<file path="src/rtl/itaf_pkg.sv">
// Package with the types, constants and character function of the integer formatter.
package itaf_pkg;

    localparam logic [2:0] KIND_SDEC   = 3'd0;
    localparam logic [2:0] KIND_UDEC   = 3'd1;
    localparam logic [2:0] KIND_HEXLO  = 3'd2;
    localparam logic [2:0] KIND_HEXUP  = 3'd3;
    localparam logic [2:0] KIND_PTR    = 3'd4;

    localparam int         VALUE_W     = 64;
    localparam int         CHAR_W      = 8;
    localparam int         COUNT_W     = 5;
    localparam int         DEC_DIGITS  = 10;
    localparam int         BCD_W       = 4 * DEC_DIGITS;
    localparam int         BIN_W       = 32;

    localparam logic [4:0] NDIG_DEC    = 5'd10;
    localparam logic [4:0] NDIG_HEX32  = 5'd8;
    localparam logic [4:0] NDIG_HEX64  = 5'd16;
    localparam logic [4:0] STEP_LAST   = 5'd31;

    localparam logic [7:0] CHAR_MINUS  = 8'h2D;
    localparam logic [7:0] CHAR_ZERO   = 8'h30;
    localparam logic [7:0] CHAR_X      = 8'h78;
    localparam logic [7:0] CHAR_A_LO   = 8'h61;
    localparam logic [7:0] CHAR_A_UP   = 8'h41;

    typedef enum logic [2:0] {
        S_IDLE,
        S_CONVERT,
        S_SKIP,
        S_PREFIX,
        S_DIGITS
    } t_state;

    typedef struct packed {
        logic load;
        logic dabble;
        logic skip;
        logic emit_pre;
        logic emit_dig;
    } t_ctrl_cmd;

    typedef struct packed {
        logic kind_ok;
        logic in_dec;
        logic last_step;
        logic lead_zero;
        logic has_prefix;
        logic pre_last;
        logic last_digit;
        logic out_free;
    } t_dp_status;

    function automatic logic [7:0] digit_char(input logic [3:0] nib, input logic upper);
        logic [7:0] base;
        base = upper ? CHAR_A_UP : CHAR_A_LO;
        if (nib < 4'd10) begin
            digit_char = CHAR_ZERO + {4'h0, nib};
        end else begin
            digit_char = base + {4'h0, nib - 4'd10};
        end
    endfunction

endpackage

</file>
<file path="src/rtl/itaf_if.sv">
// Valid/ready channel interfaces for the formatter's input items and output characters.
interface itaf_in_if;
    logic        valid;
    logic        ready;
    logic [2:0]  kind;
    logic [63:0] value;

    modport source (output valid, output kind, output value, input ready);
    modport sink   (input valid, input kind, input value, output ready);
endinterface

interface itaf_out_if;
    logic       valid;
    logic       ready;
    logic [7:0] character;
    logic [4:0] count;
    logic       last;

    modport source (output valid, output character, output count, output last, input ready);
    modport sink   (input valid, input character, input count, input last, output ready);
endinterface

</file>
<file path="src/rtl/integer_to_ascii_formatter.sv">
// Top level of the integer to ASCII formatter.
// Each accepted item is turned into its decimal or hex text, one character per output
// transfer, most significant digit first, with a running count and a last flag.
// The input is ready only while no item is in progress; kinds 5 to 7 are accepted and
// produce no output, and the block stays ready. A decimal item is loaded, passed through
// the shift-and-add-3 BCD converter over its 32 bits and then walked over its ten digit
// positions: leading zeros are stripped (the last position is always kept), then a minus
// sign is sent when negative, then the remaining digits. A 32-bit hex item is loaded and
// walked over its eight digit positions in the same way; a pointer has sixteen positions
// and two prefix characters. A character that waits in the output register with ready
// low holds up the sequence; the final character waiting there does not hold up the next
// input transfer.
module integer_to_ascii_formatter (
    input  logic        i_clk,
    input  logic        i_rst_n,
    itaf_in_if.sink     i_in_ch,
    itaf_out_if.source  o_out_ch
);

    itaf_pkg::t_ctrl_cmd  cmd;
    itaf_pkg::t_dp_status status;
    logic                 in_ready;

    assign i_in_ch.ready = in_ready;

    itaf_ctrl u_ctrl (
        .i_clk      (i_clk),
        .i_rst_n    (i_rst_n),
        .i_in_valid (i_in_ch.valid),
        .i_status   (status),
        .o_in_ready (in_ready),
        .o_cmd      (cmd)
    );

    itaf_dpath u_dpath (
        .i_clk    (i_clk),
        .i_rst_n  (i_rst_n),
        .i_kind   (i_in_ch.kind),
        .i_value  (i_in_ch.value),
        .i_cmd    (cmd),
        .o_status (status),
        .o_out    (o_out_ch)
    );

endmodule

</file>
<file path="src/rtl/itaf_ctrl.sv">
// Controller state machine that sequences load, conversion, zero skipping and character output.
module itaf_ctrl (
    input  logic                  i_clk,
    input  logic                  i_rst_n,
    input  logic                  i_in_valid,
    input  itaf_pkg::t_dp_status  i_status,
    output logic                  o_in_ready,
    output itaf_pkg::t_ctrl_cmd   o_cmd
);

    itaf_pkg::t_state r_state;
    itaf_pkg::t_state n_state;

    always_ff @(posedge i_clk) begin
        if (!i_rst_n) begin
            r_state <= itaf_pkg::S_IDLE;
        end else begin
            r_state <= n_state;
        end
    end

    always_comb begin
        n_state = r_state;
        unique case (r_state)
            itaf_pkg::S_IDLE: begin
                if (i_in_valid && i_status.kind_ok) begin
                    n_state = i_status.in_dec ? itaf_pkg::S_CONVERT : itaf_pkg::S_SKIP;
                end
            end
            itaf_pkg::S_CONVERT: begin
                if (i_status.last_step) begin
                    n_state = itaf_pkg::S_SKIP;
                end
            end
            itaf_pkg::S_SKIP: begin
                if (!i_status.lead_zero) begin
                    n_state = i_status.has_prefix ? itaf_pkg::S_PREFIX : itaf_pkg::S_DIGITS;
                end
            end
            itaf_pkg::S_PREFIX: begin
                if (i_status.out_free && i_status.pre_last) begin
                    n_state = itaf_pkg::S_DIGITS;
                end
            end
            itaf_pkg::S_DIGITS: begin
                if (i_status.out_free && i_status.last_digit) begin
                    n_state = itaf_pkg::S_IDLE;
                end
            end
            default: n_state = itaf_pkg::S_IDLE;
        endcase
    end

    always_comb begin
        o_in_ready = 1'b0;
        o_cmd      = '0;
        unique case (r_state)
            itaf_pkg::S_IDLE: begin
                o_in_ready = 1'b1;
                o_cmd.load = i_in_valid && i_status.kind_ok;
            end
            itaf_pkg::S_CONVERT: o_cmd.dabble   = 1'b1;
            itaf_pkg::S_SKIP:    o_cmd.skip     = i_status.lead_zero;
            itaf_pkg::S_PREFIX:  o_cmd.emit_pre = i_status.out_free;
            itaf_pkg::S_DIGITS:  o_cmd.emit_dig = i_status.out_free;
            default: o_cmd = '0;
        endcase
    end

endmodule

</file>
<file path="src/rtl/itaf_dpath.sv">
// Datapath with the binary-to-BCD shifter, digit register, prefix logic and output register.
module itaf_dpath (
    input  logic                  i_clk,
    input  logic                  i_rst_n,
    input  logic [2:0]            i_kind,
    input  logic [63:0]           i_value,
    input  itaf_pkg::t_ctrl_cmd   i_cmd,
    output itaf_pkg::t_dp_status  o_status,
    itaf_out_if.source            o_out
);

    logic [63:0] r_digits;
    logic [63:0] n_digits;
    logic [31:0] r_bin;
    logic [31:0] n_bin;
    logic [4:0]  r_ndig;
    logic [4:0]  n_ndig;
    logic [4:0]  r_step;
    logic [4:0]  n_step;
    logic [1:0]  r_npre;
    logic [1:0]  n_npre;
    logic        r_ptr;
    logic        n_ptr;
    logic        r_upper;
    logic        n_upper;
    logic [4:0]  r_count;
    logic [4:0]  n_count;

    logic        r_out_valid;
    logic        n_out_valid;
    logic [7:0]  r_char;
    logic [7:0]  n_char;
    logic [4:0]  r_cnt;
    logic [4:0]  n_cnt;
    logic        r_last;
    logic        n_last;

    logic [31:0]                low;
    logic [31:0]                mag;
    logic [itaf_pkg::BCD_W-1:0] bcd_adj;
    logic [7:0]                 pre_char;

    assign low = i_value[31:0];
    assign mag = (i_kind == itaf_pkg::KIND_SDEC && low[31]) ? (~low + 32'd1) : low;

    always_comb begin
        for (int i = 0; i < itaf_pkg::DEC_DIGITS; i++) begin
            if (r_digits[63 - 4*i -: 4] >= 4'd5) begin
                bcd_adj[itaf_pkg::BCD_W - 1 - 4*i -: 4] = r_digits[63 - 4*i -: 4] + 4'd3;
            end else begin
                bcd_adj[itaf_pkg::BCD_W - 1 - 4*i -: 4] = r_digits[63 - 4*i -: 4];
            end
        end
    end

    assign pre_char = r_ptr ? ((r_npre == 2'd2) ? itaf_pkg::CHAR_ZERO : itaf_pkg::CHAR_X)
                            : itaf_pkg::CHAR_MINUS;

    always_comb begin
        o_status.kind_ok    = (i_kind <= itaf_pkg::KIND_PTR);
        o_status.in_dec     = (i_kind == itaf_pkg::KIND_SDEC) || (i_kind == itaf_pkg::KIND_UDEC);
        o_status.last_step  = (r_step == itaf_pkg::STEP_LAST);
        o_status.lead_zero  = (r_digits[63:60] == 4'h0) && (r_ndig != 5'd1);
        o_status.has_prefix = (r_npre != 2'd0);
        o_status.pre_last   = (r_npre == 2'd1);
        o_status.last_digit = (r_ndig == 5'd1);
        o_status.out_free   = !r_out_valid || o_out.ready;
    end

    always_comb begin
        n_digits    = r_digits;
        n_bin       = r_bin;
        n_ndig      = r_ndig;
        n_step      = r_step;
        n_npre      = r_npre;
        n_ptr       = r_ptr;
        n_upper     = r_upper;
        n_count     = r_count;
        n_out_valid = r_out_valid && !o_out.ready;
        n_char      = r_char;
        n_cnt       = r_cnt;
        n_last      = r_last;

        if (i_cmd.load) begin
            n_step  = '0;
            n_count = '0;
            n_ptr   = (i_kind == itaf_pkg::KIND_PTR);
            n_upper = (i_kind == itaf_pkg::KIND_HEXUP);
            n_bin   = mag;
            case (i_kind) inside
                itaf_pkg::KIND_SDEC, itaf_pkg::KIND_UDEC: begin
                    n_digits = '0;
                    n_ndig   = itaf_pkg::NDIG_DEC;
                    n_npre   = (i_kind == itaf_pkg::KIND_SDEC && low[31]) ? 2'd1 : 2'd0;
                end
                itaf_pkg::KIND_PTR: begin
                    n_digits = i_value;
                    n_ndig   = itaf_pkg::NDIG_HEX64;
                    n_npre   = 2'd2;
                end
                default: begin
                    n_digits = {low, 32'h0};
                    n_ndig   = itaf_pkg::NDIG_HEX32;
                    n_npre   = 2'd0;
                end
            endcase
        end

        if (i_cmd.dabble) begin
            n_digits = {bcd_adj[itaf_pkg::BCD_W-2:0], r_bin[31], {(64 - itaf_pkg::BCD_W){1'b0}}};
            n_bin    = {r_bin[30:0], 1'b0};
            n_step   = r_step + 5'd1;
        end

        if (i_cmd.skip) begin
            n_digits = {r_digits[59:0], 4'h0};
            n_ndig   = r_ndig - 5'd1;
        end

        if (i_cmd.emit_pre) begin
            n_npre      = r_npre - 2'd1;
            n_count     = r_count + 5'd1;
            n_out_valid = 1'b1;
            n_char      = pre_char;
            n_cnt       = r_count + 5'd1;
            n_last      = 1'b0;
        end

        if (i_cmd.emit_dig) begin
            n_digits    = {r_digits[59:0], 4'h0};
            n_ndig      = r_ndig - 5'd1;
            n_count     = r_count + 5'd1;
            n_out_valid = 1'b1;
            n_char      = itaf_pkg::digit_char(r_digits[63:60], r_upper);
            n_cnt       = r_count + 5'd1;
            n_last      = (r_ndig == 5'd1);
        end
    end

    always_ff @(posedge i_clk) begin
        if (!i_rst_n) begin
            r_out_valid <= 1'b0;
        end else begin
            r_out_valid <= n_out_valid;
        end
    end

    always_ff @(posedge i_clk) begin
        r_digits <= n_digits;
        r_bin    <= n_bin;
        r_ndig   <= n_ndig;
        r_step   <= n_step;
        r_npre   <= n_npre;
        r_ptr    <= n_ptr;
        r_upper  <= n_upper;
        r_count  <= n_count;
        r_char   <= n_char;
        r_cnt    <= n_cnt;
        r_last   <= n_last;
    end

    assign o_out.valid     = r_out_valid;
    assign o_out.character = r_char;
    assign o_out.count     = r_cnt;
    assign o_out.last      = r_last;

endmodule

</file>
<file path="src/flat_wrapper.sv">
// flat-port wrapper written by rule: the top's interface ports become plain ports
module integer_to_ascii_formatter_flat 
  (i_clk, i_rst_n, i_in_ch_valid, i_in_ch_kind, i_in_ch_value, i_in_ch_ready, o_out_ch_valid, o_out_ch_character, o_out_ch_count, o_out_ch_last, o_out_ch_ready);
  itaf_in_if i_in_ch_i ();
  itaf_out_if o_out_ch_i ();
  input  logic i_clk;
  input  logic i_rst_n;
  input wire logic [$bits(i_in_ch_i.valid)-1:0] i_in_ch_valid;
  input wire logic [$bits(i_in_ch_i.kind)-1:0] i_in_ch_kind;
  input wire logic [$bits(i_in_ch_i.value)-1:0] i_in_ch_value;
  output wire logic [$bits(i_in_ch_i.ready)-1:0] i_in_ch_ready;
  output wire logic [$bits(o_out_ch_i.valid)-1:0] o_out_ch_valid;
  output wire logic [$bits(o_out_ch_i.character)-1:0] o_out_ch_character;
  output wire logic [$bits(o_out_ch_i.count)-1:0] o_out_ch_count;
  output wire logic [$bits(o_out_ch_i.last)-1:0] o_out_ch_last;
  input wire logic [$bits(o_out_ch_i.ready)-1:0] o_out_ch_ready;
  assign i_in_ch_i.valid = i_in_ch_valid;
  assign i_in_ch_i.kind = i_in_ch_kind;
  assign i_in_ch_i.value = i_in_ch_value;
  assign i_in_ch_ready = i_in_ch_i.ready;
  assign o_out_ch_valid = o_out_ch_i.valid;
  assign o_out_ch_character = o_out_ch_i.character;
  assign o_out_ch_count = o_out_ch_i.count;
  assign o_out_ch_last = o_out_ch_i.last;
  assign o_out_ch_i.ready = o_out_ch_ready;
  integer_to_ascii_formatter u_core (.i_clk(i_clk), .i_rst_n(i_rst_n), .i_in_ch(i_in_ch_i), .o_out_ch(o_out_ch_i));
endmodule
</file>
<file path="config.mk">
export PLATFORM = sky130hd
export DESIGN_NAME = integer_to_ascii_formatter_flat
export DESIGN_NICKNAME = d
export VERILOG_FILES = /design/src/rtl/itaf_pkg.sv /design/src/rtl/itaf_if.sv /design/src/rtl/integer_to_ascii_formatter.sv /design/src/rtl/itaf_ctrl.sv /design/src/rtl/itaf_dpath.sv /design/src/flat_wrapper.sv
export SDC_FILE = /design/constraint.sdc
export NUM_CORES = 1
export LEC_CHECK = 0
export ABC_AREA = 0
export BUFFER_PORTS_ARGS = -buffer_cell sky130_fd_sc_hd__buf_2
export CORE_MARGIN = 4
export CORE_UTILIZATION = 55
export DETAILED_ROUTE_END_ITERATION = 6
export MAX_ROUTING_LAYER = met4
export PLACE_DENSITY = 0.76
export SLEW_MARGIN = 5
export SYNTH_ARGS = -nofsm -noshare
export SYNTH_HDL_FRONTEND = slang
export SYNTH_SLANG_ARGS = --single-unit
</file>
<file path="constraint.sdc">
create_clock -name i_clk -period 5.27 [get_ports i_clk]
set_input_delay 0.527 -clock i_clk [delete_from_list [all_inputs] [get_ports i_clk]]
set_output_delay 0.527 -clock i_clk [all_outputs]
set_load 0.05 [all_outputs]
</file>
==> results of run 1 <==
final timing paths:
kind,cells past startpoint,endpoint
worst min-delay path,2,u_core.u_dpath.o_out.valid
worst max register to register,8,u_core.u_dpath.r_digits[57]
worst max-delay path,8,u_core.u_dpath.r_digits[57]
worst min register to register,2,u_core.u_dpath.r_digits[3]
where the power goes:
group          switching, mW  total, mW  internal, mW
clock network          0.430       1.16         0.732
registers              0.297       2.01          1.71
logic                   1.02       1.58         0.555
total                   1.75       4.75          3.00
registers in the layout, indices dropped and copies added (netlist names):
signal                          cells
u_core.u_dpath.r_upper              1
u_core.u_dpath.r_npre               2
u_core.u_dpath.r_ptr                1
u_core.u_ctrl.r_state               3
u_core.u_dpath.r_bin               32
u_core.u_dpath.o_out.last           1
u_core.u_dpath.r_step               5
u_core.u_dpath.o_out.count          5
u_core.u_dpath.r_count              5
u_core.u_dpath.o_out.character      7
u_core.u_dpath.r_ndig               5
u_core.u_dpath.r_digits            64
u_core.u_dpath.o_out.valid          1
final cells by class:
class	instances	area [um2]	share of cell area, %
clock buffers	19	433	4.80
clock inverters	13	140	1.56
repair buffers	96	508	5.64
inverters	39	146	1.62
multi-input cells	555	3680	40.9
flip-flops and latches	132	3870	43.0
well taps	180	225	2.50
per-layer routing:
layer / GRT usage [%] / up-vias / part of all wire (%)
li1: - / 3040 / -
met4: 11.7 / 0 / 3.0
met2: 42.5 / 403 / 48
met5: - / - / 0
met1: 33.1 / 3125 / 39
met3: 5.17 / 51 / 9.5
cell families after synthesis:
| family | Yosys count |
|---|---|
| AOI/OAI and AO/OA | 236 |
| and+or+nand+nor | 224 |
| DFF | 132 |
| buffers and inverters | 84 |
| xor gates and xnor gates | 45 |
| adders and majority gates | 32 |
| muxes | 17 |
| other | 1 |
cells in the final DEF (no fill, tap or decap), drive strengths merged, types with 9 or more instances in the layout:
cell type and count:
o221ai 16, a21oi 54, edfxtp 123, nand2b 9
dfxtp 9, and3 10, ha 32, buf 96
inv 38, nor3 14, nand3 14, nor2 43
nor3b 17, a31oi 10, o21ai 69, xnor2 27
mux2i 17, a22oi 28, nand2 78, clkbuf 19
clkinv 10, xor2 18, a22o 21
metrics by stage:
step | total power [mW] | std cells
after floorplan | 3.11 | 771
final | 4.75 | 1034
after CTS | 4.74 | 1034
after detailed placement | 3.56 | 1002
after global placement | 3.45 | 1002
after global routing | 5.03 | 1034
==> run_results.csv, run 1 <==
group,metric,value,unit
cts,insertion_delay,0.42,ns
critical_path,cp_top_family,"buffers and inverters",
critical_path,r2r_slack,2.34,ns
placed_design,place.port_buffers,85,
timing,min_period,2.93,ns
floorplan,die_h,128,um
placed_design,place_area,8440,um2
synthesis,yosysUniqueCellTypes,65,
global_route,grt_antenna_before_repair,0,
critical_path,cpMostUsedCell,"buf_4",
synthesis,synth_compound_area_share,19.7,%
synthesis,ys_ff_latch,132,
timing,setup_viol,0,
cts,clock-root-buffer,"clkbuf_16",
final_layout,fin_nets,944,
floorplan,die_w,128,um
routing,wl_per_cell,20.4,um
synthesis,synth.avg_cell_area,10.2,um2
final_layout,final_area,9010,um2
power_and_ir_drop,p_leak,3.36,nW
synthesis,synth_edf_count,123,
critical_path,critPathBufInv,3,
cts,cts_hold_buf,0,
critical_path,critPathKind,"flip-flop to flip-flop",
placed_design,place_congestion,0.894,
timing,fin_tns_setup,0,ns
critical_path,slowest_stage,"buf_4",
critical_path,crit_arrival,2.98,ns
synthesis,synth-seq-area-share,49.1,%
synthesis,synth_warnings,0,
global_route,grt_max_degree,63,
worst_hold_path,hp-start,"i_rst_n",
final_layout,final_util,64.4,%
timing,layout_setup_ws,2.34,ns
run,drv_cap,0,
timing,relSlewSlack,16.4,%
synthesis,synth.cell_area,7900,um2
routing,drt-total-wl,21100,um
cts,cts_max_level,4,
critical_path,cp.required,5.32,ns
cts,cts_resized,0,
timing,holdWs,0.393,ns
synthesis,synth-xor-area-share,4.99,%
global_route,overflow,0,
cts,cts_tree,"done",
synthesis,synth_common_cells,"123 x edfxtp_1, 78 x nand2_1, 66 x o21ai_0, 54 x a21oi_1, 43 x nor2_1",
placed_design,place_ws,2.32,ns
timing,fmax,0.341,GHz
worst_hold_path,min_path_type,"primary input to flip-flop",
synthesis,async_flop_share,0,%
timing,slew_viol_final,0,
routing,drt_first_pass_iters,7,
routing,first_iter_violations,676,
synthesis,netlist_top_cells_area,"edfxtp_1 47%, ha_1 5.1%, o21ai_0 4.2%",
global_route,grt_pass1_wl,33000,um
critical_path,path_max_fanout,37,
power_and_ir_drop,power.density,527,nW/um2
status,outcome,"completed",
cts,postCtsSetupRepairBufs,0,
synthesis,mappedNetlistNets,874,
synthesis,muxShareOfSynthArea,2.16,%
cts,cts_made_buffers,17,
cts,path_clk_slew,0.06,ns
critical_path,startpoint,"u_core.u_dpath.r_digits[61]",
synthesis,synthCells,771,
floorplan,start_util,56.4,%
synthesis,yosysMostFrequentCell,"edfxtp_1",
critical_path,crit_chain,"inv_1 -> ha_1 -> nor4b_1 -> and3_4 -> nor2_1 -> buf_4 -> nand3_2 -> buf_4",
timing,fin_crit_sh,55.6,%
synthesis,yosys.area.top_type_share,46.8,%
critical_path,end_kind,"flip-flop",
critical_path,critPathLaunchType,"flip-flop",
routing,routed_via_density,6.40,
timing,report.final.hold_viol_count,0,
final_layout,fillers,1140,
synthesis,synthAdderAreaFrac,5.07,%
floorplan,core_area,14000,um2
timing,rsz0062_at_grt,"false",
routing,vias,6619,
routing,drc,0,
floorplan,die-area,16300,um2
final_layout,drive_gt1_share,16.2,%
global_route,grt_use_total,26.6,%
timing,finClkSkew,0.00988,ns
cts,clk_path_buf_depth,2,
final_layout,n_antenna_cell,0,
synthesis,synth_top_area_cell,"edfxtp_1",
critical_path,cpPeakStageDelay,0.55,ns
cts,clkSinkCount,132,
floorplan,io_pins,87,
final_layout,synthToLayoutAreaGrowth,14.1,%
placed_design,hpwl,14400,um
synthesis,synthSimpleGateAreaFrac,14.6,%
routing,drtAntennaViolNets,0,
power_and_ir_drop,ir_drop,244,uV
critical_path,timing.rr.start,"u_core.u_dpath.r_digits[61]",
synthesis,synth_top_family_by_area,"compound AO/OA/AOI/OAI gates",
global_route,grt_pass1_vias,6470,
floorplan,row_count,43,
synthesis,synthFlopType,"edfxtp_1",
timing,tightest_slew,1.25,ns
(Power assumes the default switching activity.)
==> inputs of run 2 (changes only) <==
- clock period: 5.27 -> 3 ns (I/O delays scaled with it)
==> run 2 against run 1 <==
Against the previous run: cell count is 0.77% higher; combinational power is 80% higher; global-route usage is 0.33 points lower; routed wire length is 0.98% lower; final area is 1.9% higher; via count is 0.17% higher; largest power group unchanged.
==> run_results.csv, run 2 (same netlist as run 1, synthesis figures left out) <==
group,metric,value,unit
global_route,grt_use_total,26.3,%
placed_design,place.port_buffers,85,
final_layout,top_register,"u_core.u_dpath.r_digits",
cts,insertion_delay,0.43,ns
floorplan,die-area,16300,um2
critical_path,crit_arrival,2.90,ns
routing,wl_met2,10400,um
final_layout,n_antenna_cell,0,
routing,dr.max_layer_used,"met4",
global_route,grt_antenna_before_repair,0,
critical_path,end_kind,"flip-flop",
power_and_ir_drop,power.density,944,nW/um2
cts,cts_hold_buf,0,
critical_path,path_max_fanout,42,
global_route,grt_max_degree,61,
final_layout,layout.cells.non_filler,1042,
placed_design,place_ws,0.317,ns
routing,drtAntennaViolNets,0,
cts,postCtsSetupRepairBufs,0,
cts,clock-root-buffer,"clkbuf_16",
cts,clk_path_buf_depth,2,
status,outcome,"completed",
timing,setup_viol,0,
routing,drt_first_pass_iters,6,
global_route,grt_pass1_wl,32600,um
timing,fin_tns_setup,0,ns
final_layout,largest_reg_flops,64,
timing,finClkSkew,0.00937,ns
routing,wl_per_cell,20.0,um
routing,wl_met3,1800,um
power_and_ir_drop,ir_drop,482,uV
critical_path,critPathLaunchType,"flip-flop",
placed_design,place_area,8530,um2
timing,rsz0062_at_grt,"false",
floorplan,row_count,43,
floorplan,io_pins,87,
routing,met1_length,8110,um
cts,cts_made_buffers,17,
floorplan,die_w,128,um
global_route,grt_pass1_vias,6435,
final_layout,drive_gt1_share,17.4,%
timing,report.final.hold_viol_count,0,
floorplan,start_util,56.4,%
final_layout,final_common_cell,"edfxtp_1",
worst_hold_path,hp-start,"i_rst_n",
cts,path_clk_slew,0.06,ns
timing,tightest_slew,0.949,ns
placed_design,hpwl,14500,um
critical_path,cpPeakStageDelay,0.60,ns
timing,fin_crit_sh,90.6,%
timing,slew_viol_final,0,
worst_hold_path,min_path_type,"primary input to flip-flop",
placed_design,place_inst,1010,
routing,drt-total-wl,20900,um
timing,relSlewSlack,36.5,%
cts,cts_resized,0,
critical_path,rr_worst_depth,7,
cts,cts_max_level,4,
critical_path,r2r-end,"u_core.u_dpath.r_digits[4]",
power_and_ir_drop,p_leak,3.45,nW
routing,first_iter_violations,579,
final_layout,fin_nets,952,
power_and_ir_drop,finalPower,8.67,mW
routing,routed_via_density,6.36,
timing,fmax,0.368,GHz
worst_hold_path,worstHoldEndpoint,"u_core.u_dpath.o_out.valid",
critical_path,crit_chain,"inv_1 -> ha_1 -> or4b_4 -> and3_4 -> or2_2 -> buf_12 -> a22o_1",
final_layout,fillers,1100,
cts,cts_tree,"done",
critical_path,critPathKind,"flip-flop to flip-flop",
critical_path,cp.required,3.18,ns
floorplan,core_area,14000,um2
worst_hold_path,min_path_cells,2,
final_layout,synthToLayoutAreaGrowth,16.3,%
run,drv_cap,0,
routing,vias,6630,
final_layout,final_area,9180,um2
critical_path,slowest_stage,"or2_2",
critical_path,r2r_slack,0.28,ns
floorplan,die_h,128,um
routing,drc,0,
final_layout,mostFrequentLayoutCells,"123 x edfxtp_1, 85 x buf_2, 78 x nand2_1",
global_route,overflow,0,
timing,min_period,2.72,ns
critical_path,timing.rr.start,"u_core.u_dpath.r_ndig[1]",
cts,clkSinkCount,132,
timing,layout_setup_ws,0.283,ns
placed_design,place_congestion,0.947,
run 2: cell types whose count changed in the layout (fill, tap and decap cells not counted), sizes merged:
cell / change
buf: +8
clkbuf: +3
bufinv: +2
clkinv: -5
run 2: worst max path at each step:
| stage | to | from | cells past startpoint | slack [ns] |
|---|---|---|---|---|
| 4_1_cts | u_core.u_dpath.r_digits[10] | u_core.u_dpath.r_ndig[1] | 7 | 0.29 |
| 2_1_floorplan | u_core.u_dpath.r_digits[28] | u_core.u_ctrl.r_state[1] | 7 | 0.02 |
| 6_report | u_core.u_dpath.r_digits[4] | u_core.u_dpath.r_ndig[1] | 7 | 0.28 |
| 3_3_place_gp | u_core.u_dpath.r_digits[11] | u_core.u_dpath.r_ndig[1] | 7 | 0.40 |
| 5_1_grt | u_core.u_dpath.r_ndig[4] | u_core.u_dpath.r_digits[61] | 7 | 0.15 |
| 3_5_place_dp | u_core.u_dpath.r_digits[10] | u_core.u_dpath.r_ndig[1] | 7 | 0.32 |
run 2: final cells by class:
type	instances	area [um2]	area share (%)
well taps	180	225	2.45
repair buffers	104	593	6.46
flip-flops and latches	132	3870	42.2
multi-input cells	555	3690	40.2
clock inverters	10	176	1.92
clock buffers	22	474	5.16
inverters	39	146	1.59
run 2: report_power, final:
part | total [mW] | switching (mW) | internal [mW]
Combinational | 2.84 | 1.81 | 1.03
Clock | 2.32 | 0.786 | 1.53
Sequential | 3.51 | 0.508 | 3.00
Total | 8.67 | 3.10 | 5.57
run 2: worst max-delay path: cells and delay by family, from the launching register on:
family | cells | cell delay (ns)
buf+inv | 2 | 0.40
fa+ha+maj | 1 | 0.14
simple gates | 3 | 1.26
flops | 1 | 0.40
compound gates | 1 | 0.24
run 2: through the flow:
| stage | util (%) | hold WS (ns) |
|---|---|---|
| 2_1_floorplan | - | 0.418 |
| 3_3_place_gp | 61.0 | 0.461 |
| 3_5_place_dp | 61.0 | 0.466 |
| 4_1_cts | 65.6 | 0.130 |
| 5_1_grt | 65.6 | 0.135 |
| 6_report | 65.6 | 0.149 |
run 2: layer usage:
metal  track usage [%]  vias to the layer above
met4              9.55                        0
met1              31.9                     3195
li1                  -                     3053
met3              5.17                       51
met5                 -                        -
met2              43.9                      331
